`src/sv/tcw_pkg.sv`:
```
package tcw_pkg;

   // screen geometry defaults
   localparam int DEF_COLUMNS = 80;
   localparam int DEF_ROWS    = 25;

   // item modes
   localparam logic [1:0] MODE_PUT   = 2'd0;
   localparam logic [1:0] MODE_CLEAR = 2'd1;
   localparam logic [1:0] MODE_READ  = 2'd2;

   // character codes with special meaning
   localparam logic [7:0] CODE_NEWLINE   = 8'd10;
   localparam logic [7:0] CODE_BACKSPACE = 8'd8;
   localparam logic [7:0] CODE_SPACE     = 8'd32;

   // register file
   localparam logic       REG_ATTR       = 1'b0;
   localparam logic [7:0] ATTR_RESET     = 8'd7;

endpackage

```
`src/sv/tcw_seq.sv`:
```
module tcw_seq #(
   parameter int COLUMNS = tcw_pkg::DEF_COLUMNS,
   parameter int ROWS    = tcw_pkg::DEF_ROWS,
   parameter int CELLS   = COLUMNS * ROWS,
   parameter int AW      = $clog2(CELLS)
) (
   input  logic          clock,
   input  logic          reset,
   input  logic [7:0]    attr,
   input  logic          req_valid,
   output logic          req_ready,
   input  logic [1:0]    req_mode,
   input  logic [7:0]    req_char_code,
   input  logic [10:0]   req_cell_index,
   output logic          rsp_valid,
   input  logic          rsp_ready,
   output logic [15:0]   rsp_read_data,
   output logic [6:0]    rsp_cursor_column,
   output logic [4:0]    rsp_cursor_row,
   output logic          rsp_scrolled,
   output logic          mem_wr_en,
   output logic [AW-1:0] mem_wr_addr,
   output logic [15:0]   mem_wr_data,
   output logic [AW-1:0] mem_rd_addr,
   input  logic [15:0]   mem_rd_data
);

   localparam int CW = (COLUMNS > 1) ? $clog2(COLUMNS) : 1;
   localparam int RW = (ROWS > 1) ? $clog2(ROWS) : 1;
   localparam logic [CW-1:0] LAST_COL  = CW'(COLUMNS - 1);
   localparam logic [RW-1:0] LAST_ROW  = RW'(ROWS - 1);
   localparam logic [AW-1:0] COL_STEP  = AW'(COLUMNS);
   localparam logic [AW-1:0] LAST_CELL = AW'(CELLS - 1);
   localparam logic [AW-1:0] LAST_BASE = AW'((ROWS - 1) * COLUMNS);

   localparam logic [2:0] S_IDLE   = 3'd0;
   localparam logic [2:0] S_RDWAIT = 3'd1;
   localparam logic [2:0] S_SCROLL = 3'd2;
   localparam logic [2:0] S_DRAIN  = 3'd3;
   localparam logic [2:0] S_FILL   = 3'd4;

   logic [2:0]    state_ff, state_in;
   logic [CW-1:0] col_ff, col_in;
   logic [RW-1:0] row_ff, row_in;
   logic [AW-1:0] base_ff, base_in;
   logic [AW-1:0] cnt_ff, cnt_in;
   logic          mv_valid_ff, mv_valid_in;
   logic [AW-1:0] mv_dst_ff, mv_dst_in;
   logic          scroll_flag_ff, scroll_flag_in;
   logic          hit_ff, hit_in;
   logic          rsp_valid_ff, rsp_valid_in;
   logic [15:0]   rsp_data_ff, rsp_data_in;
   logic [6:0]    rsp_col_ff, rsp_col_in;
   logic [4:0]    rsp_row_ff, rsp_row_in;
   logic          rsp_scr_ff, rsp_scr_in;

   logic          accept;
   logic          adv_row;
   logic          load_rsp;
   logic [15:0]   load_data;
   logic          load_scr;
   logic [15:0]   blank;
   logic [AW-1:0] cur_addr;

   assign req_ready = (state_ff == S_IDLE) && (!rsp_valid_ff || rsp_ready);
   assign accept    = req_valid && req_ready;
   assign blank     = {attr, tcw_pkg::CODE_SPACE};
   assign cur_addr  = base_ff + AW'(col_ff);

   // sequencer and cursor
   always_comb begin
      state_in       = state_ff;
      col_in         = col_ff;
      row_in         = row_ff;
      base_in        = base_ff;
      cnt_in         = cnt_ff;
      mv_valid_in    = 1'b0;
      mv_dst_in      = mv_dst_ff;
      scroll_flag_in = scroll_flag_ff;
      hit_in         = hit_ff;
      adv_row        = 1'b0;
      load_rsp       = 1'b0;
      load_data      = 16'd0;
      load_scr       = 1'b0;
      mem_rd_addr    = cnt_ff;
      // moved word of the scroll lands one row up
      mem_wr_en      = mv_valid_ff;
      mem_wr_addr    = mv_dst_ff;
      mem_wr_data    = mem_rd_data;

      case (state_ff)
         S_IDLE: begin
            if (accept) begin
               case (req_mode)
                  tcw_pkg::MODE_PUT: begin
                     if (req_char_code == tcw_pkg::CODE_NEWLINE) begin
                        col_in  = '0;
                        adv_row = 1'b1;
                     end else if (req_char_code == tcw_pkg::CODE_BACKSPACE) begin
                        if (col_ff != '0) begin
                           col_in      = col_ff - 1'b1;
                           mem_wr_en   = 1'b1;
                           mem_wr_addr = cur_addr - 1'b1;
                           mem_wr_data = blank;
                        end
                     end else begin
                        mem_wr_en   = 1'b1;
                        mem_wr_addr = cur_addr;
                        mem_wr_data = {attr, req_char_code};
                        if (col_ff == LAST_COL) begin
                           col_in  = '0;
                           adv_row = 1'b1;
                        end else begin
                           col_in = col_ff + 1'b1;
                        end
                     end
                     if (adv_row && (row_ff == LAST_ROW)) begin
                        state_in       = S_SCROLL;
                        cnt_in         = COL_STEP;
                        scroll_flag_in = 1'b1;
                     end else begin
                        if (adv_row) begin
                           row_in  = row_ff + 1'b1;
                           base_in = base_ff + COL_STEP;
                        end
                        load_rsp = 1'b1;
                     end
                  end
                  tcw_pkg::MODE_CLEAR: begin
                     col_in         = '0;
                     row_in         = '0;
                     base_in        = '0;
                     cnt_in         = '0;
                     scroll_flag_in = 1'b0;
                     state_in       = S_FILL;
                  end
                  tcw_pkg::MODE_READ: begin
                     mem_rd_addr = AW'(req_cell_index);
                     hit_in      = (32'(req_cell_index) < CELLS);
                     state_in    = S_RDWAIT;
                  end
                  default: begin
                     load_rsp = 1'b1;
                  end
               endcase
            end
         end
         S_RDWAIT: begin
            load_rsp  = 1'b1;
            load_data = hit_ff ? mem_rd_data : 16'd0;
            state_in  = S_IDLE;
         end
         S_SCROLL: begin
            mem_rd_addr = cnt_ff;
            mv_valid_in = 1'b1;
            mv_dst_in   = cnt_ff - COL_STEP;
            if (cnt_ff == LAST_CELL) begin
               state_in = S_DRAIN;
            end else begin
               cnt_in = cnt_ff + 1'b1;
            end
         end
         S_DRAIN: begin
            cnt_in   = LAST_BASE;
            state_in = S_FILL;
         end
         S_FILL: begin
            mem_wr_en   = 1'b1;
            mem_wr_addr = cnt_ff;
            mem_wr_data = blank;
            if (cnt_ff == LAST_CELL) begin
               load_rsp = 1'b1;
               load_scr = scroll_flag_ff;
               state_in = S_IDLE;
            end else begin
               cnt_in = cnt_ff + 1'b1;
            end
         end
         default: begin
            state_in = S_IDLE;
         end
      endcase
   end

   // result register
   always_comb begin
      rsp_valid_in = rsp_valid_ff;
      rsp_data_in  = rsp_data_ff;
      rsp_col_in   = rsp_col_ff;
      rsp_row_in   = rsp_row_ff;
      rsp_scr_in   = rsp_scr_ff;
      if (load_rsp) begin
         rsp_valid_in = 1'b1;
         rsp_data_in  = load_data;
         rsp_col_in   = 7'(col_in);
         rsp_row_in   = 5'(row_in);
         rsp_scr_in   = load_scr;
      end else if (rsp_ready) begin
         rsp_valid_in = 1'b0;
      end
   end

   always_ff @(posedge clock) begin
      if (reset) begin
         state_ff     <= S_IDLE;
         col_ff       <= '0;
         row_ff       <= '0;
         base_ff      <= '0;
         cnt_ff       <= '0;
         mv_valid_ff  <= 1'b0;
         rsp_valid_ff <= 1'b0;
      end else begin
         state_ff     <= state_in;
         col_ff       <= col_in;
         row_ff       <= row_in;
         base_ff      <= base_in;
         cnt_ff       <= cnt_in;
         mv_valid_ff  <= mv_valid_in;
         rsp_valid_ff <= rsp_valid_in;
      end
   end

   always_ff @(posedge clock) begin
      mv_dst_ff      <= mv_dst_in;
      scroll_flag_ff <= scroll_flag_in;
      hit_ff         <= hit_in;
      rsp_data_ff    <= rsp_data_in;
      rsp_col_ff     <= rsp_col_in;
      rsp_row_ff     <= rsp_row_in;
      rsp_scr_ff     <= rsp_scr_in;
   end

   assign rsp_valid         = rsp_valid_ff;
   assign rsp_read_data     = rsp_data_ff;
   assign rsp_cursor_column = rsp_col_ff;
   assign rsp_cursor_row    = rsp_row_ff;
   assign rsp_scrolled      = rsp_scr_ff;

endmodule

```
`config.mk`:
```
export PLATFORM = sky130hd
export DESIGN_NAME = tcw_seq
export DESIGN_NICKNAME = d
export VERILOG_FILES = /design/src/sv/tcw_pkg.sv /design/src/sv/tcw_seq.sv
export SDC_FILE = /design/constraint.sdc
export NUM_CORES = 1
export LEC_CHECK = 0
export BUFFER_PORTS_ARGS = -buffer_cell sky130_fd_sc_hd__buf_2
export CORE_MARGIN = 2
export CORE_UTILIZATION = 50
export CTS_BUF_LIST = sky130_fd_sc_hd__clkbuf_8 sky130_fd_sc_hd__clkbuf_16
export DETAILED_ROUTE_END_ITERATION = 8
export GPL_TIMING_DRIVEN = 0
export PLACE_DENSITY = 0.74
export SYNTH_ARGS = -nofsm -noshare
export SYNTH_HDL_FRONTEND = slang
export SYNTH_SLANG_ARGS = --single-unit
```
`constraint.sdc`:
```
create_clock -name clock -period 5.44 [get_ports clock]
set_clock_uncertainty 0.1 [all_clocks]
set_input_delay 1.088 -clock clock [delete_from_list [all_inputs] [get_ports clock]]
set_output_delay 1.088 -clock clock [all_outputs]
set_load 0.02 [all_outputs]
```
==> metrics.md <==
| Metric | Value |
|---|---|
| Tcrit/Tclk final | 89.89% |
| CP Capture Type | primary output |
| R2r startpoint | cnt_ff[6]$_SDFFE_PP0P_ |
| Post-Place Setup Slack | 0.6750 ns |
| Critical path required time | 4.25 ns |
| MaxCap Viol Count | 0 |
| Final worst setup slack | 0.5500 ns |
| Clk sink count | 77 |
| Die Height | 105.1 um |
| CTS max path bufs | 2 |
| # setup viols final | 0 |
| Die area | 11050 um2 |
| # DRC | 0 |
| Flop pwr share | 46.0% |
| # IOs | 119 |
| Slew Limit Fails | 0 |
| Setup TNS | 0 ns |
| CTS Buf Count | 9 |
| Post-synth cell types | 73 |
| Pleak | 2.422 nW |
| Crit path from | req_mode[0] |
| Mapped Area | 5110 um2 |
| Power Density | 243.1 nW/um2 |
| Syn. warnings | 0 |
| Int Power | 0.0009553 W |
| All-Layer GR Usage | 27.82% |
| Worst Path Arrival | 3.70 ns |
| Vias in the first global route | 4715 |
| R2R cell count | 7 |
| RSZ-0062 raised after global routing | no |
| Top-area cell type share of the netlist area | 24.68% |
| Final WL | 15.51 mm |
| Max VDD drop | 0.1138 mV |
| Placed Area | 5867 um2 |
| Global route total overflow | 0 |
| Crit path to | mem_wr_addr[4] |
| DRT antenna net count | 0 |
| Main combinational cell family by area after synthesis | compound AO/OA/AOI/OAI gates |
| CTS clk-pin slew, worst paths | 0.08 ns |
| Core region area | 9864 um2 |
| Critical Path Start Type | input port |
| Final non-filler cell total | 841 |
| Tmin final | 4.890 ns |
| Register bit total from synthesis | 77 |
| Largest area contributor in the netlist | edfxtp_1 |
| Initial Util | 51.80% |
| Vias | 5165 |
| Root Buffer | clkbuf_8 |
| Post-synth EDFFs | 42 |
| Setup repair bufs after CTS | 0 |
| Layout area overhead | 18.05% |
| CTS tree | yes |
| Initial antenna violation count | 0 |
| Crit Path Max Fanout | 10 |
| Filler Cell Count | 872 |
| Post-Synth Adder-Cell Area | 4.407% |
| H-tree Lvls | 3 |
| Routed length per placed instance | 18.45 um |
| Clock network power share | 26.6% |
| Skew-Pair Late Insertion Delay | 0.37 ns |
| Post-synthesis xor/xnor area fraction | 3.942% |
| Top FF cell, synth | edfxtp_1 |
| First-pass GRT wire length | 24.32 mm |
| Vias per cell | 6.141 |
| Hold Crit Class | register to register |
| Switching pwr | 0.0005109 W |
| Synth Area per Inst | 8.902 um2 |
| Critical R2R Capture | rsp_cursor_column[2]$_DFFE_PP_ |
| DRT iter0 DRCs | 380 |
| RePlAce Congestion | 0.9211 |
| Mux share of post-synthesis cell area | 4.505% |
| Ranking of synthesized cells by area | edfxtp_1 (25%), dfxtp_1 (14%), ha_1 (4.4%), a21oi_1 (3.9%), o21ai_0 (3.6%) |
| Pre-Repair DR Iteration Count | 5 |
| Outcome | completed |
| Worst hold slack | 0.4087 ns |
| Seq/Total Area, Yosys | 38.39% |
| Fin nets | 770 |
| FF-to-FF setup slack | 2.25 ns |
| DIE WIDTH | 105.1 um |
| Syn nets | 641 |
| Antenna cell count | 0 |
| Worst Tran Pin Value | 1.100 ns |
| Port bufs | 118 |
| Final Hold Fails | 0 |
| CP Class | input port to primary output |
| Largest net degree at the start of global routing | 30 |
| Ys async rst share | 0% |
| Synthesized instance count | 574 |
| Sw Ratio | 34.85% |
| Post-synthesis compound-gate area fraction | 22.55% |
| Max_slew headroom | 26.59% |
| Comb pwr share | 27.4% |
| Post-route cell area | 6032 um2 |
| DPL Wire Length | 11.65 mm |
| Hold buffer count at CTS | 0 |
| Floorplan row count | 36 |
| Simple-Gate Fraction of Synth Area | 21.67% |
| # resized after CTS | 0 |
| Layout cells sized above 1 | 24.58% |
| Placed cells | 825 |
| Fmax | 0.2045 GHz |
[power groups by stage]
stage               logic (W)  clock network (W)  registers (W)
floorplan            0.000229                  0       0.000718
global placement     0.000393                  0       0.000687
detailed placement   0.000397                  0       0.000689
CTS                  0.000398           0.000392       0.000675
global route         0.000432           0.000413       0.000679
finish               0.000402           0.000389       0.000675
[how the worst min path moves through the flow]
stage                                 start                       to  cells past startpoint
global route           row_ff[2]$_SDFF_PP0_     row_ff[2]$_SDFF_PP0_                      2
finish                 row_ff[2]$_SDFF_PP0_     row_ff[2]$_SDFF_PP0_                      2
floorplan           base_ff[5]$_SDFFE_PP0P_  base_ff[5]$_SDFFE_PP0P_                      2
CTS                    row_ff[2]$_SDFF_PP0_     row_ff[2]$_SDFF_PP0_                      2
detailed placement     row_ff[2]$_SDFF_PP0_     row_ff[2]$_SDFF_PP0_                      2
global placement    base_ff[5]$_SDFFE_PP0P_  base_ff[5]$_SDFFE_PP0P_                      2
[synth_stat cells, types with 4 or more instances]
| cell | count |
|---|---|
| nand2_1 | 48 |
| nor2_1 | 43 |
| edfxtp_1 | 42 |
| a21oi_1 | 40 |
| o21ai_0 | 37 |
| dfxtp_1 | 35 |
| inv_1 | 25 |
| clkbuf_1 | 22 |
| and2_1 | 20 |
| ha_1 | 18 |
| nor3_1 | 18 |
| nand3_1 | 17 |
| mux2_2 | 16 |
| xnor2_1 | 16 |
| nor2b_1 | 15 |
| a22o_1 | 10 |
| or3_1 | 10 |
| nand4_1 | 9 |
| and3_1 | 8 |
| buf_2 | 8 |
| o22ai_1 | 8 |
| xor2_1 | 7 |
| a211oi_1 | 6 |
| o31ai_1 | 6 |
| mux2i_1 | 5 |
| a22oi_1 | 4 |
| nand3b_1 | 4 |
| o32ai_1 | 4 |
[through the flow]
stage	util, %	power (W)
final	61.15	0.001466
after CTS	61.15	0.001465
after global placement	59.47	0.001080
after global routing	61.15	0.001524
after detailed placement	59.47	0.001085
after floorplan	-	0.0009472
[sequential cells by signal (all words and copies together) (netlist names)]
| register | count |
|---|---|
| base_ff | 7 |
| cnt_ff | 11 |
| col_ff | 7 |
| hit_ff | 1 |
| mv_dst_ff | 11 |
| mv_valid_ff | 1 |
| row_ff | 5 |
| rsp_cursor_column | 7 |
| rsp_cursor_row | 5 |
| rsp_read_data | 16 |
| rsp_scrolled | 1 |
| rsp_valid | 1 |
| scroll_flag_ff | 1 |
| state_ff | 3 |
[kinds of logic after synthesis]
family                     count (synthesis)
AOI/OAI and AO/OA                        167
xor gates and xnor gates                  23
buffers and inverters                     56
other                                      1
adders and majority gates                 18
muxes                                     21
and+or+nand+nor                          211
DFF                                       77
[cell type report]
class | instances | area [um2] | area share, %
multi-input cells | 441 | 2920 | 48.41
repair buffers | 118 | 590.6 | 9.790
well taps | 133 | 166.4 | 2.759
clock inverters | 7 | 41.29 | 0.6845
plain buffers | 31 | 133.9 | 2.219
clock buffers | 9 | 123.9 | 2.054
inverters | 25 | 93.84 | 1.556
flip-flops and latches | 77 | 1962 | 32.52
[cells in the final DEF, fill, tap and decap left out, drive strengths merged, types with 18 or more instances in the layout]
cell | synthesis | final
a21oi | 40 | 40
nor2 | 43 | 43
and2 | 20 | 20
dfxtp | 35 | 35
nor3 | 21 | 21
edfxtp | 42 | 42
inv | 25 | 26
ha | 18 | 18
clkbuf | 22 | 31
o21ai | 41 | 41
nand3 | 19 | 19
buf | 9 | 127
nand2 | 48 | 48
[worst max-delay path, stage by stage]
cell,delay [ns]
buf_2,0.11
inv_1,0.10
ha_1,0.15
clkbuf_1,0.28
and4_1,0.23
buf_2,0.20
nand2_1,0.30
a211oi_1,0.55
o21ai_0,0.15
a221o_1,0.36
buf_2,0.18
[layer usage]
layer	vias to the layer above	wire length (um)	GRT usage [%]
met2	320	7180	46.24
li1	2398	-	-
met3	23	1430	3.930
met4	0	210	9.333
met5	-	0	0
met1	2424	6691	37.22
(Power assumes the default switching activity.)
